## config.mk

```make
export PLATFORM = sky130hd
export DESIGN_NAME = running_sample_statistics
export DESIGN_NICKNAME = d
export VERILOG_FILES = /design/src/rtl/core/rss_pkg.sv /design/src/rtl/core/running_sample_statistics.sv /design/src/rtl/core/rss_engine.sv
export SDC_FILE = /design/constraint.sdc
export NUM_CORES = 2
export LEC_CHECK = 0
export BUFFER_PORTS_ARGS = -buffer_cell sky130_fd_sc_hd__buf_2
export CAP_MARGIN = 20
export CORE_MARGIN = 2
export CORE_UTILIZATION = 25
export DETAILED_ROUTE_END_ITERATION = 8
export GPL_TIMING_DRIVEN = 0
export PLACE_DENSITY_LB_ADDON = 0.25
export SYNTH_ARGS = -nofsm -noshare
export SYNTH_HDL_FRONTEND = slang
export SYNTH_SLANG_ARGS = --single-unit
```

## constraint.sdc

```tcl
create_clock -name clk -period 6.6 [get_ports clk]
set_clock_uncertainty 0.15 [all_clocks]
set_input_delay 1.32 -clock clk [delete_from_list [all_inputs] [get_ports clk]]
set_output_delay 1.32 -clock clk [all_outputs]
set_load 0.05 [all_outputs]
```

## src/rtl/core/rss_pkg.sv

```systemverilog
package rss_pkg;

	typedef enum logic [3:0] {
		ENG_IDLE,
		ENG_DIV_MEAN,
		ENG_MUL_A,
		ENG_MUL_B,
		ENG_SUB_NUM,
		ENG_MUL_D,
		ENG_DIV_VAR,
		ENG_SQRT,
		ENG_DONE
	} eng_state_t;

	typedef struct packed {
		logic start;
		logic take;
	} eng_ctl_t;

	typedef struct packed {
		logic idle;
		logic done;
	} eng_sts_t;

	localparam int unsigned FRAC_BITS = 8;

endpackage

```

## src/rtl/core/running_sample_statistics.sv

```systemverilog
// Channel  Dir  Payload                                                 Handshake
// s        in   tdata: sample; tuser: cmd                               tvalid/tready
// m        out  tdata: count,last,min,max,mean,variance,std_dev;        tvalid/tready
//               tuser: full_res
// One shared add/subtract unit runs bit-serial multiplies, two restoring divisions and
// a square root in turn for each item; the engine ends early when count is 0 or 1.
// s_tready is low from acceptance until the engine is back to idle; a result waiting
// on m_tready holds the engine at its end but the output register takes it first.
// Reset clears statistics, engine and output valid.
module running_sample_statistics
	import rss_pkg::*;
#(
	parameter int unsigned SAMPLE_WIDTH = 16,
	parameter int unsigned COUNT_WIDTH  = 16
) (
	input  logic clk,
	input  logic arst_n,
	input  logic s_tvalid,
	output logic s_tready,
	input  logic [((SAMPLE_WIDTH+7)/8)*8-1:0] s_tdata,  // sample
	input  logic s_tuser,                               // cmd
	output logic m_tvalid,
	input  logic m_tready,
	// count, last_value, minimum, maximum, mean, variance, std_dev
	output logic [((COUNT_WIDTH+7*SAMPLE_WIDTH+22+7)/8)*8-1:0] m_tdata,
	output logic m_tuser                                // full_res
);

	localparam int unsigned SW   = SAMPLE_WIDTH;
	localparam int unsigned CW   = COUNT_WIDTH;
	localparam int unsigned SUMW = SW + CW;
	localparam int unsigned SQW  = 2 * SW + CW - 1;
	localparam int unsigned MW   = SW + FRAC_BITS;
	localparam int unsigned VW   = 2 * SW + 6;
	localparam int unsigned VIW  = 2 * SW + FRAC_BITS;
	localparam int unsigned ODW  = ((CW + 7 * SW + 22 + 7) / 8) * 8;
	localparam int unsigned OFS_VAR = CW + 3 * SW + MW;

	logic [CW-1:0]          cnt_q;
	logic signed [SW-1:0]   last_q, min_q, max_q;
	logic signed [SUMW-1:0] sum_q;
	logic [SQW-1:0]         sq_q;
	logic                   full_q;
	logic                   start_q;

	logic                   s_acc;
	logic signed [SW-1:0]   x;
	logic [SW-1:0]          ax;
	logic [SUMW-1:0]        abs_sum;
	logic [MW-1:0]          mean_abs, mean_s;
	logic [VIW-1:0]         var_full;
	logic [VW-1:0]          var_out;
	logic [MW-1:0]          root;
	eng_ctl_t               ctl;
	eng_sts_t               sts;
	logic                   out_load;

	logic                   m_tvalid_q;
	logic [ODW-1:0]         m_tdata_q;
	logic                   m_tuser_q;

	assign x        = s_tdata[SW-1:0];
	assign ax       = x[SW-1] ? SW'(-x) : SW'(x);
	assign s_tready = sts.idle && !start_q;
	assign s_acc    = s_tvalid && s_tready;
	assign abs_sum  = sum_q[SUMW-1] ? SUMW'(-sum_q) : SUMW'(sum_q);

	always_ff @(posedge clk or negedge arst_n) begin
		if (!arst_n) begin
			cnt_q   <= '0;
			last_q  <= '0;
			min_q   <= '0;
			max_q   <= '0;
			sum_q   <= '0;
			sq_q    <= '0;
			full_q  <= 1'b0;
			start_q <= 1'b0;
		end else begin
			start_q <= s_acc;
			if (s_acc) begin
				if (s_tuser) begin
					cnt_q  <= '0;
					last_q <= '0;
					min_q  <= '0;
					max_q  <= '0;
					sum_q  <= '0;
					sq_q   <= '0;
					full_q <= 1'b0;
				end else if (cnt_q == '1) begin
					full_q <= 1'b1;
				end else begin
					full_q <= 1'b0;
					cnt_q  <= cnt_q + CW'(1);
					last_q <= x;
					if (cnt_q == '0 || x < min_q)
						min_q <= x;
					if (cnt_q == '0 || x > max_q)
						max_q <= x;
					sum_q <= sum_q + SUMW'(x);
					sq_q  <= sq_q + SQW'({{SW{1'b0}}, ax} * {{SW{1'b0}}, ax});
				end
			end
		end
	end

	assign ctl.start = start_q;
	assign ctl.take  = out_load;

	rss_engine #(
		.SW(SW),
		.CW(CW)
	) u_engine (
		.clk      (clk),
		.arst_n   (arst_n),
		.ctl      (ctl),
		.sts      (sts),
		.n        (cnt_q),
		.abs_sum  (abs_sum),
		.sumsq    (sq_q),
		.mean_abs (mean_abs),
		.var_full (var_full),
		.root     (root)
	);

	assign mean_s   = sum_q[SUMW-1] ? MW'(-mean_abs) : mean_abs;
	assign var_out  = (|var_full[VIW-1:VW]) ? '1 : var_full[VW-1:0];
	assign out_load = sts.done && (!m_tvalid_q || m_tready);

	always_ff @(posedge clk or negedge arst_n) begin
		if (!arst_n)
			m_tvalid_q <= 1'b0;
		else if (out_load)
			m_tvalid_q <= 1'b1;
		else if (m_tready)
			m_tvalid_q <= 1'b0;
	end

	always_ff @(posedge clk) begin
		if (out_load) begin
			m_tdata_q <= ODW'({root, var_out, mean_s, max_q, min_q, last_q, cnt_q});
			m_tuser_q <= full_q;
		end
	end

	assign m_tvalid = m_tvalid_q;
	assign m_tdata  = m_tdata_q;
	assign m_tuser  = m_tuser_q;

	a_no_accept_at_start: assert property (@(posedge clk) disable iff (!arst_n)
		start_q |-> !s_tready)
		else $error("item accepted while engine starting");

	a_full_at_bound: assert property (@(posedge clk) disable iff (!arst_n)
		(m_tvalid && m_tuser) |-> (m_tdata[CW-1:0] == '1))
		else $error("full result below count bound");

	a_var_small_count: assert property (@(posedge clk) disable iff (!arst_n)
		(m_tvalid && (m_tdata[CW-1:0] == '0 || m_tdata[CW-1:0] == CW'(1)))
		|-> (m_tdata[OFS_VAR+VW-1:OFS_VAR] == '0))
		else $error("variance nonzero with fewer than two samples");

	a_min_le_max: assert property (@(posedge clk) disable iff (!arst_n)
		(cnt_q != '0) |-> (min_q <= max_q))
		else $error("minimum above maximum");

	a_out_hold: assert property (@(posedge clk) disable iff (!arst_n)
		(m_tvalid && !m_tready) |=> m_tvalid)
		else $error("result dropped while stalled");

endmodule

```

## src/rtl/core/rss_engine.sv

```systemverilog
module rss_engine
	import rss_pkg::*;
#(
	parameter int unsigned SW = 16,
	parameter int unsigned CW = 16
) (
	input  logic                  clk,
	input  logic                  arst_n,
	input  eng_ctl_t              ctl,
	output eng_sts_t              sts,
	input  logic [CW-1:0]         n,
	input  logic [SW+CW-1:0]      abs_sum,
	input  logic [2*SW+CW-2:0]    sumsq,
	output logic [SW+7:0]         mean_abs,
	output logic [2*SW+7:0]       var_full,
	output logic [SW+7:0]         root
);

	localparam int unsigned SUMW = SW + CW;
	localparam int unsigned UW   = 2 * SUMW;
	localparam int unsigned DW   = UW + FRAC_BITS;
	localparam int unsigned MW   = SW + FRAC_BITS;
	localparam int unsigned VIW  = 2 * SW + FRAC_BITS;
	localparam int unsigned SQN  = (VIW + FRAC_BITS) / 2;
	localparam int unsigned ITW  = $clog2(DW + 1);

	eng_state_t state_q, state_d;
	logic [ITW-1:0]  it_q;
	logic [UW-1:0]   acc_q, opb_q, num_q;
	logic [SUMW-1:0] mpl_q;
	logic [DW-1:0]   dvd_q;
	logic [MW-1:0]   mean_q, std_q;
	logic [VIW-1:0]  varf_q;

	logic [UW:0]     add_a, add_b;
	logic            add_sub;
	logic [UW+1:0]   add_s;
	logic            ge;
	logic [UW-1:0]   diff;
	logic            last;
	logic [UW-1:0]   mul_acc;
	logic [VIW-1:0]  q_var;
	logic [UW-1:0]   root_nx;

	assign add_s = {1'b0, add_a} + {1'b0, (add_sub ? ~add_b : add_b)}
		+ {{(UW+1){1'b0}}, add_sub};
	assign ge      = add_s[UW+1];
	assign diff    = add_s[UW-1:0];
	assign last    = (it_q == ITW'(1));
	assign mul_acc = mpl_q[0] ? diff : acc_q;
	assign q_var   = {dvd_q[VIW-2:0], ge};
	assign root_nx = {opb_q[UW-2:0], ge};

	always_comb begin
		state_d = state_q;
		unique case (state_q)
			ENG_IDLE: begin
				if (ctl.start)
					state_d = (n == '0) ? ENG_DONE : ENG_DIV_MEAN;
			end
			ENG_DIV_MEAN: begin
				if (last)
					state_d = (n < CW'(2)) ? ENG_DONE : ENG_MUL_A;
			end
			ENG_MUL_A:   if (last) state_d = ENG_MUL_B;
			ENG_MUL_B:   if (last) state_d = ENG_SUB_NUM;
			ENG_SUB_NUM: state_d = ENG_MUL_D;
			ENG_MUL_D:   if (last) state_d = ENG_DIV_VAR;
			ENG_DIV_VAR: if (last) state_d = ENG_SQRT;
			ENG_SQRT:    if (last) state_d = ENG_DONE;
			ENG_DONE:    if (ctl.take) state_d = ENG_IDLE;
			default:     state_d = ENG_IDLE;
		endcase
	end

	always_comb begin
		add_a   = '0;
		add_b   = '0;
		add_sub = 1'b0;
		sts.idle = (state_q == ENG_IDLE);
		sts.done = (state_q == ENG_DONE);
		unique case (state_q)
			ENG_MUL_A, ENG_MUL_B, ENG_MUL_D: begin
				add_a = {1'b0, acc_q};
				add_b = {1'b0, opb_q};
			end
			ENG_SUB_NUM: begin
				add_a   = {1'b0, num_q};
				add_b   = {1'b0, acc_q};
				add_sub = 1'b1;
			end
			ENG_DIV_MEAN, ENG_DIV_VAR: begin
				add_a   = {acc_q, dvd_q[DW-1]};
				add_b   = {1'b0, opb_q};
				add_sub = 1'b1;
			end
			ENG_SQRT: begin
				add_a   = {acc_q[UW-2:0], dvd_q[DW-1:DW-2]};
				add_b   = {1'b0, opb_q[UW-3:0], 2'b01};
				add_sub = 1'b1;
			end
			default: begin
			end
		endcase
	end

	always_ff @(posedge clk or negedge arst_n) begin
		if (!arst_n) begin
			state_q <= ENG_IDLE;
			it_q    <= '0;
		end else begin
			state_q <= state_d;
			if (state_q == ENG_IDLE)
				it_q <= ITW'(SUMW + FRAC_BITS);
			else if (last) begin
				unique case (state_q)
					ENG_DIV_MEAN: it_q <= ITW'(CW);
					ENG_MUL_A:    it_q <= ITW'(SUMW);
					ENG_MUL_B:    it_q <= ITW'(CW);
					ENG_MUL_D:    it_q <= ITW'(DW);
					ENG_DIV_VAR:  it_q <= ITW'(SQN);
					default:      it_q <= it_q;
				endcase
			end else if (state_q == ENG_SUB_NUM)
				it_q <= ITW'(CW);
			else if (state_q != ENG_DONE)
				it_q <= it_q - ITW'(1);
		end
	end

	always_ff @(posedge clk) begin
		unique case (state_q)
			ENG_IDLE: begin
				if (ctl.start) begin
					acc_q  <= '0;
					opb_q  <= UW'(n);
					dvd_q  <= DW'({abs_sum, 8'b0}) << (DW - SUMW - FRAC_BITS);
					mean_q <= '0;
					varf_q <= '0;
					std_q  <= '0;
				end
			end
			ENG_DIV_MEAN, ENG_DIV_VAR: begin
				if (last && state_q == ENG_DIV_MEAN) begin
					mean_q <= {dvd_q[MW-2:0], ge};
					acc_q  <= '0;
					opb_q  <= UW'(sumsq);
					mpl_q  <= SUMW'(n);
					dvd_q  <= {dvd_q[DW-2:0], ge};
				end else if (last && state_q == ENG_DIV_VAR) begin
					varf_q <= q_var;
					acc_q  <= '0;
					opb_q  <= '0;
					dvd_q  <= DW'({q_var, 8'b0}) << (DW - VIW - FRAC_BITS);
				end else begin
					if (ge)
						acc_q <= diff;
					else
						acc_q <= add_a[UW-1:0];
					dvd_q <= {dvd_q[DW-2:0], ge};
				end
			end
			ENG_MUL_A, ENG_MUL_B, ENG_MUL_D: begin
				if (last && state_q == ENG_MUL_A) begin
					num_q <= mul_acc;
					acc_q <= '0;
					opb_q <= UW'(abs_sum);
					mpl_q <= abs_sum;
				end else if (last && state_q == ENG_MUL_D) begin
					opb_q <= mul_acc;
					acc_q <= '0;
					dvd_q <= {num_q, 8'b0};
				end else begin
					acc_q <= mul_acc;
					opb_q <= {opb_q[UW-2:0], 1'b0};
					mpl_q <= {1'b0, mpl_q[SUMW-1:1]};
				end
			end
			ENG_SUB_NUM: begin
				num_q <= ge ? diff : '0;
				acc_q <= '0;
				opb_q <= UW'(n);
				mpl_q <= SUMW'(n - CW'(1));
			end
			ENG_SQRT: begin
				if (ge)
					acc_q <= diff;
				else
					acc_q <= add_a[UW-1:0];
				opb_q <= root_nx;
				dvd_q <= {dvd_q[DW-3:0], 2'b00};
				if (last)
					std_q <= root_nx[MW-1:0];
			end
			default: begin
			end
		endcase
	end

	assign mean_abs = mean_q;
	assign var_full = varf_q;
	assign root     = std_q;

endmodule

```

== Yosys cells after proc, flatten, opt, wreduce, memory -nomap -nowiden ==
Index checks and enable logic that the tools add are counted.

* Multiply operators: 1
* Muxes and demuxes: 77
* Equality and inequality tests: 29
* Magnitude comparators: 3
* $add $sub $neg: 10
* Bitwise logic cells: 1
* Reduce and logical (&&, ||, !) cells: 43

{| class="wikitable"
|+ Operators with widths
! kind !! count
|-
| 64-bit two-way mux || 14
|-
| 64-bit case mux with 5 select lines || 2
|-
| 72-bit two-way mux || 5
|-
| 72-bit case mux with 4 select lines || 1
|-
| 65-bit case mux with 4 select lines || 1
|-
| 32-bit two-way mux || 6
|-
| 64-bit case mux with 3 select lines || 1
|-
| 16-bit two-way mux || 11
|-
| 64-bit case mux with 2 select lines || 1
|-
| 40-bit two-way mux || 3
|-
| 24-bit two-way mux || 4
|-
| 24-bit case mux with 2 select lines || 2
|-
| 32-bit case mux with 3 select lines || 1
|-
| 47-bit two-way mux || 2
|-
| 40-bit case mux with 2 select lines || 1
|-
| 65-bit by 65-bit adder with 66-bit output || 1
|-
| 66-bit by 1-bit adder with 66-bit output || 1
|-
| 65-bit two-way mux || 1
|-
| 64-bit NOT with 65-bit output || 1
|-
| 47-bit by 32-bit adder with 47-bit output || 1
|-
| 4-bit two-way mux || 10
|-
| 4-bit case mux with 9 select lines || 1
|-
| 32-bit by 16-bit adder with 32-bit output || 1
|-
| 16-bit by 16-bit multiplier with 32-bit output || 1
|-
| other kinds (41) || 91
|}

* Bits in registers: 692
* Logic and storage cells: 186

== Longest topological paths before layout ==
* Depth in word-level cells: 11
* Depth in mapped cells: 34
* Depth with buffers taken out: 32

== By module ==
A second synthesis with hierarchy kept.

* Cell total of the unflattened synthesis: 5054
* Area total of the unflattened synthesis: 48864.4 sq um

{| class="wikitable"
|+ By module, submodules not included
! module !! area an instance (sq um) !! cells an instance !! sequential area each (sq um) !! times used
|-
| rss_engine || 26077.5 || 2807 || 11806.3 || 1
|-
| running_sample_statistics || 22786.9 || 2247 || 8187.9 || 1
|}

== Least setup slack after synthesis ==
No wires, ideal clock.

* Path kind: input -> register
* Start point: in s_tdata[0]
* End point: reg sq_q[39]
* Setup slack: -2677 ps
* Data required time: 6326 ps
* Setup time: 124 ps
* Cell stages on the path: 27
* Arrival: 9003 ps
* Cell sequence: buf_2 or4_1 or4_1 or4_1 clkbuf_1 nor2_1 inv_1 fa_1 inv_1 fa_1 fa_1 fa_1 fa_1 inv_1 fa_1 inv_1 ha_1 clkbuf_1 nand4_1 nor3_1 a21oi_1 o41ai_2 nand2_1 a22oi_2 nand2_1 o211a_1 a211o_1

* Word-level cells in the longest chain between the ends: 6

{| class="wikitable"
|+ RTL lines
! what !! line !! text
|-
| from (decl) || running_sample_statistics.sv:20 || <nowiki>input logic [((SAMPLE_WIDTH+7)/8)*8-1:0] s_tdata,</nowiki>
|-
| 16-bit negation || running_sample_statistics.sv:63 || <nowiki>assign ax = x[SW-1] ? SW'(-x) : SW'(x);</nowiki>
|-
| 16-bit two-way mux (*) || running_sample_statistics.sv:63 ||
|-
| 16-bit by 16-bit multiplier with 32-bit output (*) || running_sample_statistics.sv:100 || <nowiki>sq_q <= sq_q + SQW'({{SW{1'b0}}, ax} * {{SW{1'b0}}, ax});</nowiki>
|-
| 47-bit by 32-bit adder with 47-bit output (*) || running_sample_statistics.sv:100 ||
|-
| 47-bit two-way mux (*) || running_sample_statistics.sv:89 || <nowiki>end else if (cnt_q == '1) begin</nowiki>
|-
| 47-bit two-way mux (*) || running_sample_statistics.sv:81 || <nowiki>if (s_tuser) begin</nowiki>
|-
| to (signal assigned) || running_sample_statistics.sv:100 ||
|-
| to (decl) || running_sample_statistics.sv:42 || <nowiki>logic [SQW-1:0] sq_q;</nowiki>
|}

Mark *: on every way between the ends. The rest lies on a longest branch, timed or not. The select of a mux whose other input is x is not followed.
A chain may end at the register's enable or synchronous reset.

== Worst setup path in the final report ==
* Start point: in s_tdata[6]
* End point: reg sq_q[45]

The elaborated chain is that of the path after synthesis.

==> impl_metrics.json <==
{
  "critical_path.reg2reg.startpoint": "u_engine.state_q[2]$_DFFE_PN0P_",
  "cell_count_final_fillers_out": 7943,
  "min-delay-path-class": "reg -> reg",
  "count_of_flip_flops_with_a_built_in_enable_after_synthesis": 535,
  "total_global_routing_track_utilization": 0.202,
  "setup_violations": 36,
  "number_of_different_library_cells_in_the_post_synthesis_netlist": 91,
  "htree_levels": 3,
  "crit_path_start_kind": "input pin",
  "buffer_ports.inserted": 173,
  "mappedNetlistArea_um2": 48600,
  "worst_setup_path_startpoint": "s_tdata[6]",
  "wire_per_inst_um": 26.0,
  "hold_violations_final": 0,
  "vias_in_the_first_global_route": 40946,
  "remaining_drc_errors": 15,
  "critical-path-slowest-cell": "or4_4",
  "post-dp-hpwl_mm": 159,
  "synth_common_cells": "edfxtp_1 (535), nand2_1 (522), inv_1 (455), a21oi_1 (349), o21ai_0 (348)",
  "clock_tree_from_tritoncts": "done",
  "boundaryPins": 176,
  "tritoncts.num_buffers": 83,
  "r2r_cells": 20,
  "vias_per_cell": 5.27,
  "register_area_um2": 20000,
  "place_congestion": 0.968,
  "detail_route.iter0.violations": 5933,
  "synth_largest_type_area_fraction": 0.330,
  "initial_utilization": 0.252,
  "cp_common_cell": "fa_1",
  "synthToLayoutAreaGrowth_pct": 20.6,
  "floorplan.core_area_um2": 193000,
  "synth_flop_type": "edfxtp_1",
  "antenna_violations_before_repair": 7,
  "ys_top_cells_by_area": "edfxtp_1 (33%), fa_1 (8.1%), dfrtp_1 (8.1%)",
  "timing.final.max_slew_violations": 0,
  "clock_tree.buffer_depth": 3,
  "post_cts_hold_buffer_count": 0,
  "worstSetupEndpoint": "sq_q[45]$_DFFE_PN0P_",
  "capturing_element_type_of_the_critical_path": "register",
  "synth_seq_cells": 692,
  "yosysTopAreaCell": "edfxtp_1",
  "regToRegEndpoint": "u_engine.num_q[62]$_DFFE_PP_",
  "timing.fmax_mhz": 117,
  "max_slew.worst_pin.slew_ps": 1330,
  "dr_total_vias": 41889,
  "max_cap_violations": 0,
  "multi_input_comb_area_um2": 27200,
  "layout.nets": 5809,
  "min_period_over_period": 1.30,
  "unrepaired_setup_endpoints_after_global_routing": "yes",
  "asyncSetResetFlopFracSynth": 0.227,
  "setup_slack_ps": -1970,
  "die_area_um2": 198000,
  "crit_type": "in -> reg",
  "post_synth_inst_count": 4965,
  "cp.arrival_ps": 9040,
  "violations": "design-rule violations, negative setup slack",
  "period_minus_slack_ps": 8570,
  "cp_data_required_time_ps": 7070,
  "fraction_of_layout_cells_with_a_size_suffix_above_1": 0.146,
  "count_of_clock_tree_sinks": 692,
  "worst_skew_pair.late_latency_ps": 740,
  "result_of_the_run": "finished with violations",
  "cts_root_buf": "clkbuf_16",
  "clkTransAtPathRegs_ps": 60,
  "grt_overflow_total": 0,
  "ys.warnings.count": 0,
  "sequential_fraction_of_the_synthesis_area": 0.411,
  "antennaDiodeCount": 0,
  "fp-row-count": 161,
  "rrSetupSlack_ps": 0,
  "route.final.wire_length_mm": 206,
  "grt_max_degree": 87,
  "syn_avg_cell_area_um2": 9.80,
  "synth.most_common_cell": "edfxtp_1",
  "drt_pre_antenna_iters": 9,
  "die_height_um": 445,
  "filler_cell_count": 20040,
  "place_inst": 7701,
  "worst-path-max-fanout": 7,
  "detail-route-antenna-nets": 0,
  "timing.max_slew.rel_slack": 0.113,
  "die_width_um": 445,
  "grt_pass1_wl_mm": 294,
  "max_stage_delay_ps": 580
}
## registers in the layout (all words and copies together), names as in the netlist, 24 cells and up
signal,cells
u_engine.num_q,64
u_engine.opb_q,64
u_engine.mean_abs,24
sum_q,32
u_engine.dvd_q,72
sq_q,47
m_tdata,150
u_engine.mpl_q,32
u_engine.root,24
u_engine.acc_q,64
u_engine.var_full,40
## final cells by class
type / instances / share of cell area
inverters: 467 / 0.0309
repair buffers: 298 / 0.0398
multi-input cells: 3517 / 0.463
clock buffers: 105 / 0.0380
well taps: 2526 / 0.0539
plain buffers: 292 / 0.0224
flip-flops and latches: 692 / 0.341
clock inverters: 46 / 0.0113
## routing by layer
metal,share of wire,wire (um),track usage
met3,0.091,18800,0.0413
met4,0.045,9280,0.0800
met5,0.00015,31,0
met2,0.45,92100,0.320
met1,0.42,86000,0.269
## cell families after synthesis
family / share of synthesized area
buf+inv: 0.0601
simple gates: 0.118
fa+ha+maj: 0.143
other cells: 0.000154
xor+xnor: 0.0463
mux: 0.0344
compound gates: 0.187
flops: 0.411
## cells in the final DEF, fill, tap and decap left out, drive strengths merged, types with 84 or more instances in the layout
| cell | n |
|---|---|
| a21o | 84 |
| a21oi | 351 |
| a222oi | 128 |
| and2 | 85 |
| buf | 358 |
| clkbuf | 337 |
| dfrtp | 157 |
| edfxtp | 535 |
| fa | 197 |
| ha | 240 |
| inv | 463 |
| mux2i | 113 |
| nand2 | 522 |
| nor2 | 318 |
| o21ai | 381 |
| xnor2 | 164 |
| xor2 | 93 |
## worst min-delay path by stage
stage,start,cells after the start,slack (ps),endpoint
4_1_cts,u_engine.root[16]$_SDFFCE_PN0P_,0,250,m_tdata[142]$_DFFE_PP_
6_report,u_engine.root[12]$_SDFFCE_PN0P_,0,260,m_tdata[138]$_DFFE_PP_
2_1_floorplan,u_engine.root[0]$_SDFFCE_PN0P_,0,250,m_tdata[126]$_DFFE_PP_
3_5_place_dp,u_engine.root[6]$_SDFFCE_PN0P_,0,260,m_tdata[132]$_DFFE_PP_
3_3_place_gp,u_engine.root[5]$_SDFFCE_PN0P_,0,260,m_tdata[131]$_DFFE_PP_
5_1_grt,u_engine.root[16]$_SDFFCE_PN0P_,0,260,m_tdata[142]$_DFFE_PP_
## critical path: cells and delay by family
kind | cells | cell delay [ps]
fa+ha+maj | 7 | 3300
compound gates | 9 | 1720
buf+inv | 9 | 970
xor+xnor | 1 | 220
simple gates | 5 | 1490
## per-stage QoR
step / hold slack, ps / worst slack (ps) / util / cell area [um2] / setup TNS (ps)
2_1_floorplan: 250 / -2180 / - / 49000 / -60170
3_3_place_gp: 256 / -4060 / 0.275 / 53100 / -956970
3_5_place_dp: 255 / -4040 / 0.278 / 53700 / -353330
4_1_cts: 255 / -1900 / 0.299 / 57800 / -52040
5_1_grt: 264 / -2130 / 0.304 / 58700 / -60050
6_report: 258 / -1970 / 0.304 / 58700 / -54400
## repair_timing
action	4_1_cts	5_1_grt
buffers inserted	55	44
resized for setup	214	186
setup endpoints to repair	227	161
pin swaps	67	91
Power is not shown: default switching activity piles up to over one toggle a cycle in this logic, so the estimate is an artifact.
